File: config.mk
export PLATFORM = sky130hd
export DESIGN_NAME = biphase_ir_command_decoder_core
export DESIGN_NICKNAME = d
export VERILOG_FILES = /design/src/hdl/bir_dec_pkg.sv /design/src/hdl/bir_dec_cfg_regs.sv /design/src/hdl/bir_dec_step.sv /design/src/hdl/biphase_ir_command_decoder_core.sv
export SDC_FILE = /design/constraint.sdc
export NUM_CORES = 1
export LEC_CHECK = 0
export BUFFER_PORTS_ARGS = -buffer_cell sky130_fd_sc_hd__buf_2
export CORE_ASPECT_RATIO = 1.75
export CORE_MARGIN = 1.5
export CORE_UTILIZATION = 55
export DETAILED_ROUTE_END_ITERATION = 12
export PLACE_DENSITY = 0.77
export RECOVER_POWER = 25
export SYNTH_ARGS = -nofsm -noshare
export SYNTH_HDL_FRONTEND = slang
export SYNTH_SLANG_ARGS = --single-unit
File: constraint.sdc
create_clock -name clk -period 5.3 [get_ports clk]
set_clock_uncertainty 0.1 [all_clocks]
set_input_delay 0.795 -clock clk [delete_from_list [all_inputs] [get_ports clk]]
set_output_delay 0.795 -clock clk [all_outputs]
set_load 0.05 [all_outputs]
File: src/hdl/bir_dec_pkg.sv
// Shared types and constants of the bi-phase IR command decoder.
package bir_dec_pkg;

    localparam int TIME_W    = 16;
    localparam int GROUP_W   = 7;
    localparam int GCOUNT_W  = 3;
    localparam int CCOUNT_W  = 4;
    localparam int CFG_IDX_W = 1;

    localparam logic [CFG_IDX_W-1:0] REG_TIMER_PERIOD   = 1'd0;
    localparam logic [CFG_IDX_W-1:0] REG_LONG_THRESHOLD = 1'd1;

    localparam logic [TIME_W-1:0] TIMER_PERIOD_RST   = 16'd12499;
    localparam logic [TIME_W-1:0] LONG_THRESHOLD_RST = 16'd687;

    typedef enum logic [1:0] {
        PH_START_FALL,
        PH_START_RISE,
        PH_BITS,
        PH_LAST_EDGE
    } bir_phase_t;

    typedef struct packed {
        bir_phase_t            phase;
        logic                  expect_bit_edge;
        logic                  bit_value;
        logic [GCOUNT_W-1:0]   group_count;
        logic [CCOUNT_W-1:0]   command_count;
        logic [GROUP_W-1:0]    group_shift;
        logic [TIME_W-1:0]     prev_capture;
    } bir_state_t;

    typedef struct packed {
        logic                  emit;
        logic                  last;
        logic [GROUP_W-1:0]    group;
    } bir_result_t;

endpackage

File: src/hdl/bir_dec_cfg_regs.sv
// Configuration registers: timer wrap value and long pulse threshold.
module bir_dec_cfg_regs
    import bir_dec_pkg::*;
(
    input  logic                 clk,
    input  logic                 rst_n,
    input  logic                 wr_en,
    input  logic [CFG_IDX_W-1:0] wr_index,
    input  logic [TIME_W-1:0]    wr_data,
    output logic [TIME_W-1:0]    timer_period,
    output logic [TIME_W-1:0]    long_threshold
);

    logic [TIME_W-1:0] period_reg;
    logic [TIME_W-1:0] threshold_reg;

    always_ff @(posedge clk or negedge rst_n)
    begin
        if (!rst_n)
        begin
            period_reg    <= TIMER_PERIOD_RST;
            threshold_reg <= LONG_THRESHOLD_RST;
        end
        else if (wr_en)
        begin
            case (wr_index)
                REG_TIMER_PERIOD:   period_reg    <= wr_data;
                REG_LONG_THRESHOLD: threshold_reg <= wr_data;
                default:            ;
            endcase
        end
    end

    assign timer_period   = period_reg;
    assign long_threshold = threshold_reg;

endmodule

File: src/hdl/bir_dec_step.sv
// Per-edge decode step: interval, pulse class and bi-phase state update.
module bir_dec_step
    import bir_dec_pkg::*;
#(
    parameter int COMMAND_BITS     = 13,
    parameter int FIRST_GROUP_BITS = 7
)
(
    input  bir_state_t          cur,
    input  logic [TIME_W-1:0]   capture,
    input  logic                pin,
    input  logic [TIME_W-1:0]   timer_period,
    input  logic [TIME_W-1:0]   long_threshold,
    output bir_state_t          nxt,
    output bir_result_t         res
);

    logic [TIME_W-1:0]   delta;
    logic                is_long;
    logic                take_bit;
    logic                bit_now;
    logic                expect_tmp;
    logic [GCOUNT_W-1:0] gcount_inc;
    logic [GROUP_W-1:0]  shift_inc;

    // Wrap through the timer period when the capture has rolled over.
    always_comb
    begin
        if (capture >= cur.prev_capture)
            delta = capture - cur.prev_capture;
        else
            delta = timer_period - cur.prev_capture + capture + 16'd1;
    end

    assign is_long    = delta > long_threshold;
    assign take_bit   = is_long || cur.expect_bit_edge;
    assign bit_now    = cur.bit_value ^ is_long;
    assign gcount_inc = cur.group_count + 3'd1;
    assign shift_inc  = {cur.group_shift[GROUP_W-2:0], bit_now};

    always_comb
    begin
        nxt              = cur;
        nxt.prev_capture = capture;
        res              = '0;
        expect_tmp       = cur.expect_bit_edge;
        case (cur.phase)
            PH_START_FALL:
            begin
                nxt.phase = PH_START_RISE;
            end
            PH_START_RISE:
            begin
                if (is_long)
                begin
                    nxt.phase = PH_START_FALL;
                end
                else
                begin
                    nxt.expect_bit_edge = 1'b1;
                    nxt.bit_value       = 1'b1;
                    nxt.group_count     = '0;
                    nxt.group_shift     = '0;
                    nxt.command_count   = '0;
                    nxt.phase           = PH_BITS;
                end
            end
            PH_BITS:
            begin
                if (take_bit)
                begin
                    nxt.bit_value     = bit_now;
                    nxt.group_shift   = shift_inc;
                    nxt.group_count   = gcount_inc;
                    nxt.command_count = cur.command_count + 4'd1;
                    expect_tmp        = 1'b1;
                    // Group full: hand it out and start the next one.
                    if ({1'b0, gcount_inc} == 4'(FIRST_GROUP_BITS))
                    begin
                        res.emit        = 1'b1;
                        res.group       = shift_inc;
                        nxt.group_shift = '0;
                        nxt.group_count = '0;
                    end
                end
                nxt.expect_bit_edge = ~expect_tmp;
                if (nxt.command_count == CCOUNT_W'(COMMAND_BITS))
                begin
                    // Flush any partial group at the end of the command.
                    if (nxt.group_count != '0)
                    begin
                        res.emit  = 1'b1;
                        res.group = nxt.group_shift;
                    end
                    res.last  = res.emit;
                    nxt.phase = pin ? PH_START_FALL : PH_LAST_EDGE;
                end
            end
            default:
            begin
                nxt.phase = PH_START_FALL;
            end
        endcase
    end

endmodule

File: src/hdl/biphase_ir_command_decoder_core.sv
// Top level of the bi-phase IR command decoder: edge register, decode step, result register.
//
// Each request on the input channel is one edge of the IR receiver: a 16-bit timer
// capture and the pin level after the edge. The block takes one edge per clock unless
// in_stall is high; an edge goes into an input register, is decoded from there and its
// group, if the edge completes one, is written into the result register when the held
// edge advances, and out_valid then offers it. The input stalls only while a result
// waits under out_stall and a further edge is already held. A command gives two results:
// the 7-bit start/toggle/address group and then the 6-bit data group flagged by
// last_of_command. The timer period and long pulse threshold are written through the
// configuration channel (index 0 and 1), which is always ready; write them only while
// no edge is in flight.
module biphase_ir_command_decoder_core
    import bir_dec_pkg::*;
#(
    parameter int COMMAND_BITS     = 13,
    parameter int FIRST_GROUP_BITS = 7
)
(
    input  logic                 clk,
    input  logic                 rst_n,
    input  logic                 in_valid,
    output logic                 in_stall,
    input  logic [TIME_W-1:0]    capture_time,
    input  logic                 pin_level,
    output logic                 out_valid,
    input  logic                 out_stall,
    output logic [GROUP_W-1:0]   code_group,
    output logic                 last_of_command,
    input  logic                 cfg_valid,
    output logic                 cfg_ready,
    input  logic [CFG_IDX_W-1:0] cfg_index,
    input  logic [TIME_W-1:0]    cfg_data
);

    logic [TIME_W-1:0]  timer_period;
    logic [TIME_W-1:0]  long_threshold;

    logic               in_valid_reg;
    logic               in_valid_next;
    logic [TIME_W-1:0]  capture_reg;
    logic               pin_reg;

    bir_state_t         state_reg;
    bir_state_t         state_next;
    bir_result_t        step_res;

    logic               out_valid_reg;
    logic               out_valid_next;
    logic [GROUP_W-1:0] group_reg;
    logic               last_reg;

    logic               in_take;
    logic               advance;

    assign cfg_ready = 1'b1;

    bir_dec_cfg_regs u_cfg (
        .clk            (clk),
        .rst_n          (rst_n),
        .wr_en          (cfg_valid && cfg_ready),
        .wr_index       (cfg_index),
        .wr_data        (cfg_data),
        .timer_period   (timer_period),
        .long_threshold (long_threshold)
    );

    bir_dec_step #(
        .COMMAND_BITS     (COMMAND_BITS),
        .FIRST_GROUP_BITS (FIRST_GROUP_BITS)
    ) u_step (
        .cur            (state_reg),
        .capture        (capture_reg),
        .pin            (pin_reg),
        .timer_period   (timer_period),
        .long_threshold (long_threshold),
        .nxt            (state_next),
        .res            (step_res)
    );

    // Advance the held edge unless a result is still waiting downstream.
    assign advance  = in_valid_reg && (!out_valid_reg || !out_stall);
    assign in_stall = in_valid_reg && !advance;
    assign in_take  = in_valid && !in_stall;

    always_comb
    begin
        if (in_take)
            in_valid_next = 1'b1;
        else if (advance)
            in_valid_next = 1'b0;
        else
            in_valid_next = in_valid_reg;
    end

    always_comb
    begin
        if (advance)
            out_valid_next = step_res.emit;
        else if (out_valid_reg && !out_stall)
            out_valid_next = 1'b0;
        else
            out_valid_next = out_valid_reg;
    end

    always_ff @(posedge clk or negedge rst_n)
    begin
        if (!rst_n)
        begin
            in_valid_reg  <= 1'b0;
            out_valid_reg <= 1'b0;
            state_reg     <= '{phase: PH_START_FALL, default: '0};
        end
        else
        begin
            in_valid_reg  <= in_valid_next;
            out_valid_reg <= out_valid_next;
            if (advance)
                state_reg <= state_next;
        end
    end

    always_ff @(posedge clk)
    begin
        if (in_take)
        begin
            capture_reg <= capture_time;
            pin_reg     <= pin_level;
        end
        if (advance && step_res.emit)
        begin
            group_reg <= step_res.group;
            last_reg  <= step_res.last;
        end
    end

    assign out_valid       = out_valid_reg;
    assign code_group      = group_reg;
    assign last_of_command = last_reg;

    // Input back-pressure only ever comes from a blocked result.
    a_stall_cause: assert property (@(posedge clk) disable iff (!rst_n)
        in_stall |-> (out_valid_reg && out_stall))
        else $error("input stalled without a blocked result");

    // A group never stays full in the shift register.
    a_group_count: assert property (@(posedge clk) disable iff (!rst_n)
        ({1'b0, state_reg.group_count} < 4'(FIRST_GROUP_BITS)))
        else $error("group bit count reached group size");

    // The bit phase is left as soon as the command is complete.
    a_command_count: assert property (@(posedge clk) disable iff (!rst_n)
        (state_reg.phase == PH_BITS) |-> (state_reg.command_count < 4'(COMMAND_BITS)))
        else $error("bit phase held past command end");

    // A result is never overwritten before it is taken.
    a_no_overwrite: assert property (@(posedge clk) disable iff (!rst_n)
        (out_valid_reg && out_stall) |=> (out_valid_reg && $stable(group_reg)
                                          && $stable(last_reg)))
        else $error("pending result lost or changed");

endmodule
==> flow_results.org <==
** Route
- For this run, the detailed router's first-pass iteration total came to 7.
- Dividing the detail-routed wire length by the instance count gives 18.0 µm.
- In the routed design, unresolved DRC markers number 0.
- Summing over every cut layer, the via total after detailed routing is 5009.
- Final WL :: ~15000 µm
- 1st-iter DRT viols :: between 200 and 250
- After detailed routing, the number of vias per cell comes to between 5 and 6.
- In this run the remaining antenna-violating nets after routing total 0.

** Timing
- Worst-case hold slack :: 0.404 ns
- Timing-limited maximum frequency :: between 0.15 and 0.2 GHz
- Final hold vios :: 0
- Once routing completed, OpenROAD measured the worst setup slack at roughly 0.14 ns.
- Post-route clock period utilization :: a little over nine tenths
- The worst pin sits at a relative slew slack of -81.5%.
- Final worst path period need :: about 5.2 ns
- Setup violations remaining at the end of the flow were counted as 0.
- Transition at the pin with the smallest max-transition slack :: around 2.7 ns
- The number of pins exceeding their max-slew limit in the final report was 52.
- Setup repair after global routing could not meet its margin everywhere.

** Cells and area
- The library cell used most frequently in the layout, excluding fill and tap cells, is sky130_fd_sc_hd__inv_1.
- # nets final :: ~830
- In the final layout, the multi-input gates occupy ~3500 µm².
- Cells with a size suffix above 1 make up between 15 and 20% of the layout.
- Relative to the synthesized area, the layout overhead comes to 13.5%.
- Max reg flops :: 34
- The repair_antennas step left the layout with diodes totalling 0.
- In the final layout, flip-flops and latches occupy around 2500 µm².
- Filler instances :: 936
- Most frequent cells in the layout :: sky130_fd_sc_hd__inv_1 (101), sky130_fd_sc_hd__nand2_1 (67), sky130_fd_sc_hd__ha_1 (56)
- Final core utilization :: about 64%

** Floorplanning
- Die Span Y :: ~140 µm
- The die is between 80 and 90 µm wide.
- Initial cell density of the core :: a little under three fifths
- The die covers about 12000 µm².
- Core outline area :: approximately 11000 µm²
- For this design the top-level I/O count stands at 50.
- Placement Rows :: ~50

** Yosys
- Number of library cell types mapped by synthesis :: 61
- Gate count of the mapped netlist :: ~660
- The Yosys step of the flow raised 0 warnings.
- Of the synthesized area, sequential elements account for 39.2%.
- Flop and latch count out of synthesis :: slightly above 90
- The average instance in the mapped netlist occupies 9.57 µm².
- Fraction of synthesis flops using an asynchronous set or reset pin :: 73.1%
- The most used flip-flop cell after synthesis is sky130_fd_sc_hd__dfrtp_1.
- The number of nets in the synthesized netlist is 770.
- Post-synth EDFFs :: 25
- Post-synthesis cell area :: between 6000 and 7000 µm²

** Placed design
- Worst setup slack after placement :: -0.0598 ns
- Number of buffer cells added on primary ports :: between 40 and 50
- Final weighted congestion of routability-driven global placement :: ~0.94
- Post-DP HPWL :: around 12000 µm

** Outcome
- The flow ran to the end, but the final reports show violations.
- The final reports fail on capacitance limit, slew limit.

** Clock tree
- The clock passes through at most 2 buffers.
- Clock latency on the worst-skew pair, taken at its later pin, is 0.35 ns.
- Clock Sink Count :: 93
- Clock root buffer :: sky130_fd_sc_hd__clkbuf_16
- Clock buffers created by TritonCTS :: 9
- Clock-pin slew was measured on the worst setup and hold paths at ~0.06 ns.
- Hold repair after CTS inserted 0 buffers.
- In this run the number of H-tree levels came out at 3.
- TritonCTS built the clock tree.

** Critical path
- The signal on the critical path passes through inv_1, ha_1, inv_1, fa_2, a21o_1, a221oi_4, a2111oi_4, o41a_1, a311o_1, buf_4, a21o_2, o21ai_0, o21a_1, ha_1, nand4_1, or4_4, nor2_2, a31oi_1, buf_4, mux2i_1, a21oi_2, mux2_2.
- Crit Path Max Fanout :: 6
- Crit Path Class :: reg -> reg
- Together, buffers and inverters on the worst path number 4.
- Kind of cell adding the most delay to the critical path :: compound AO/OA/AOI/OAI gates
- For the worst setup path, the data arrival time is between 5 and 6 ns.
- Startpoint type of the worst setup path :: flip-flop
- Data required time at the worst endpoint :: 5.43 ns
- In this design, the stage delay of the slowest critical-path cell is roughly 0.57 ns.
- Cell at the slowest stage of the critical path :: sky130_fd_sc_hd__or4_4
- Crit. End Element :: flip-flop

** Global routing
- Number of antenna violations at the first check in global routing :: 0
- Remaining Overflow, GRT :: 0
- Global routing used between 20% and 30% of the available tracks.
- Global-route wire length before repair :: between 20000 and 25000 µm
- Largest net degree at the start of global routing :: 52
- The number of global-route vias before repair was ~5000.

** Worst hold path
- Type of the tightest min-delay check :: reg -> reg

** Pwr
- Cell area power density :: 420 nW/µm²
- Across the VDD grid, the largest voltage drop is 0.252 mV.
- The design draws about 0.0030 W.
- Leak Pwr :: 3.49 nW

** Run
- Across the run, the number of max-cap violations was 1.
==> report_power, final <==
group,total (W),internal (W),switching (W)
clock network,0.000660,0.000392,0.000268
logic,0.00142,0.000623,0.000794
registers,0.000925,0.000843,0.0000822
total,0.00300,0.00186,0.00114
==> metrics by stage <==
step	TNS [ns]	instances	area [µm²]
global placement	0	839	6750
finish	0	859	7160
floorplan	0	659	6300
detailed placement	-0.113	839	6750
global route	-0.367	859	7160
CTS	0	855	7060
==> repair_timing <==
action | in CTS | in global routing
pin swaps | 1 | 9
gates resized for setup | 2 | 12
cloned | 0 | 1
setup endpoints to repair | 17 | 34
setup buffers | 0 | 3
==> layer usage <==
layer | vias up | GRT usage, % | share of wire [%]
met4 | 0 | 21.1 | 8.6
met5 | - | 0 | 0
li1 | 2389 | - | -
met1 | 2381 | 23.8 | 34
met3 | 70 | 4.05 | 3.3
met2 | 169 | 49.3 | 55
==> path summary, 6_finish.rpt <==
check / to / depth (start not counted) / slack [ns] / startpoint
max: state_reg[32] / 22 / 0.14 / capture_reg[0]
min: u_cfg.long_threshold[15] / 1 / 0.40 / u_cfg.long_threshold[15]
max reg2reg: state_reg[32] / 22 / 0.14 / capture_reg[0]
min reg2reg: u_cfg.long_threshold[15] / 1 / 0.40 / u_cfg.long_threshold[15]
max in group asynchronous: u_cfg.long_threshold[13] / 2 / 1.46 / rst_n
min in group asynchronous: u_cfg.timer_period[10] / 1 / 0.52 / rst_n
==> cell usage after synthesis (all sizes together), types with 14 or more instances <==
| cell | instances | area (µm²) |
|---|---|---|
| edfxtp | 25 | 751 |
| dfrtp | 54 | 1350 |
| o21ai | 57 | 285 |
| inv | 101 | 379 |
| a21oi | 36 | 184 |
| a21o | 15 | 113 |
| nand2 | 67 | 251 |
| mux2 | 20 | 229 |
| a22o | 17 | 149 |
| xnor2 | 19 | 166 |
| fa | 16 | 320 |
| ha | 56 | 701 |
| nor2 | 24 | 90.1 |
| dfstp | 14 | 368 |
==> worst reg2reg max path, delay by kind of cell, from the launching register on <==
kind,cells,cell delay [ns]
AND/OR/NAND/NOR,3,0.80
adder cells (fa/ha/maj),3,0.66
AO/OA/AOI/OAI,10,2.16
multiplexers,2,0.48
buffers and inverters,4,0.47
flip-flops,1,0.37
==> area by class of cell <==
type,count,share of cell area [%]
inverters,101,5.30
clock buffers,13,3.64
well taps,132,2.31
flip-flops and latches,93,34.5
clock inverters,3,0.612
repair buffers,67,5.33
multi-input cells,450,48.3
==> cells by family (layout without fill, tap and decap cells) <==
family,after synthesis,after routing,share of synthesized area [%]
other,1,1,0.0595
AOI/OAI and AO/OA,172,173,17.5
buffers and inverters,117,184,7.28
xor gates and xnor gates,30,30,4.17
and+or+nand+nor,148,148,11.1
muxes,26,26,4.58
adders and majority gates,72,72,16.2
DFF,93,93,39.2
Note: power is estimated with default switching activity, not from simulation.
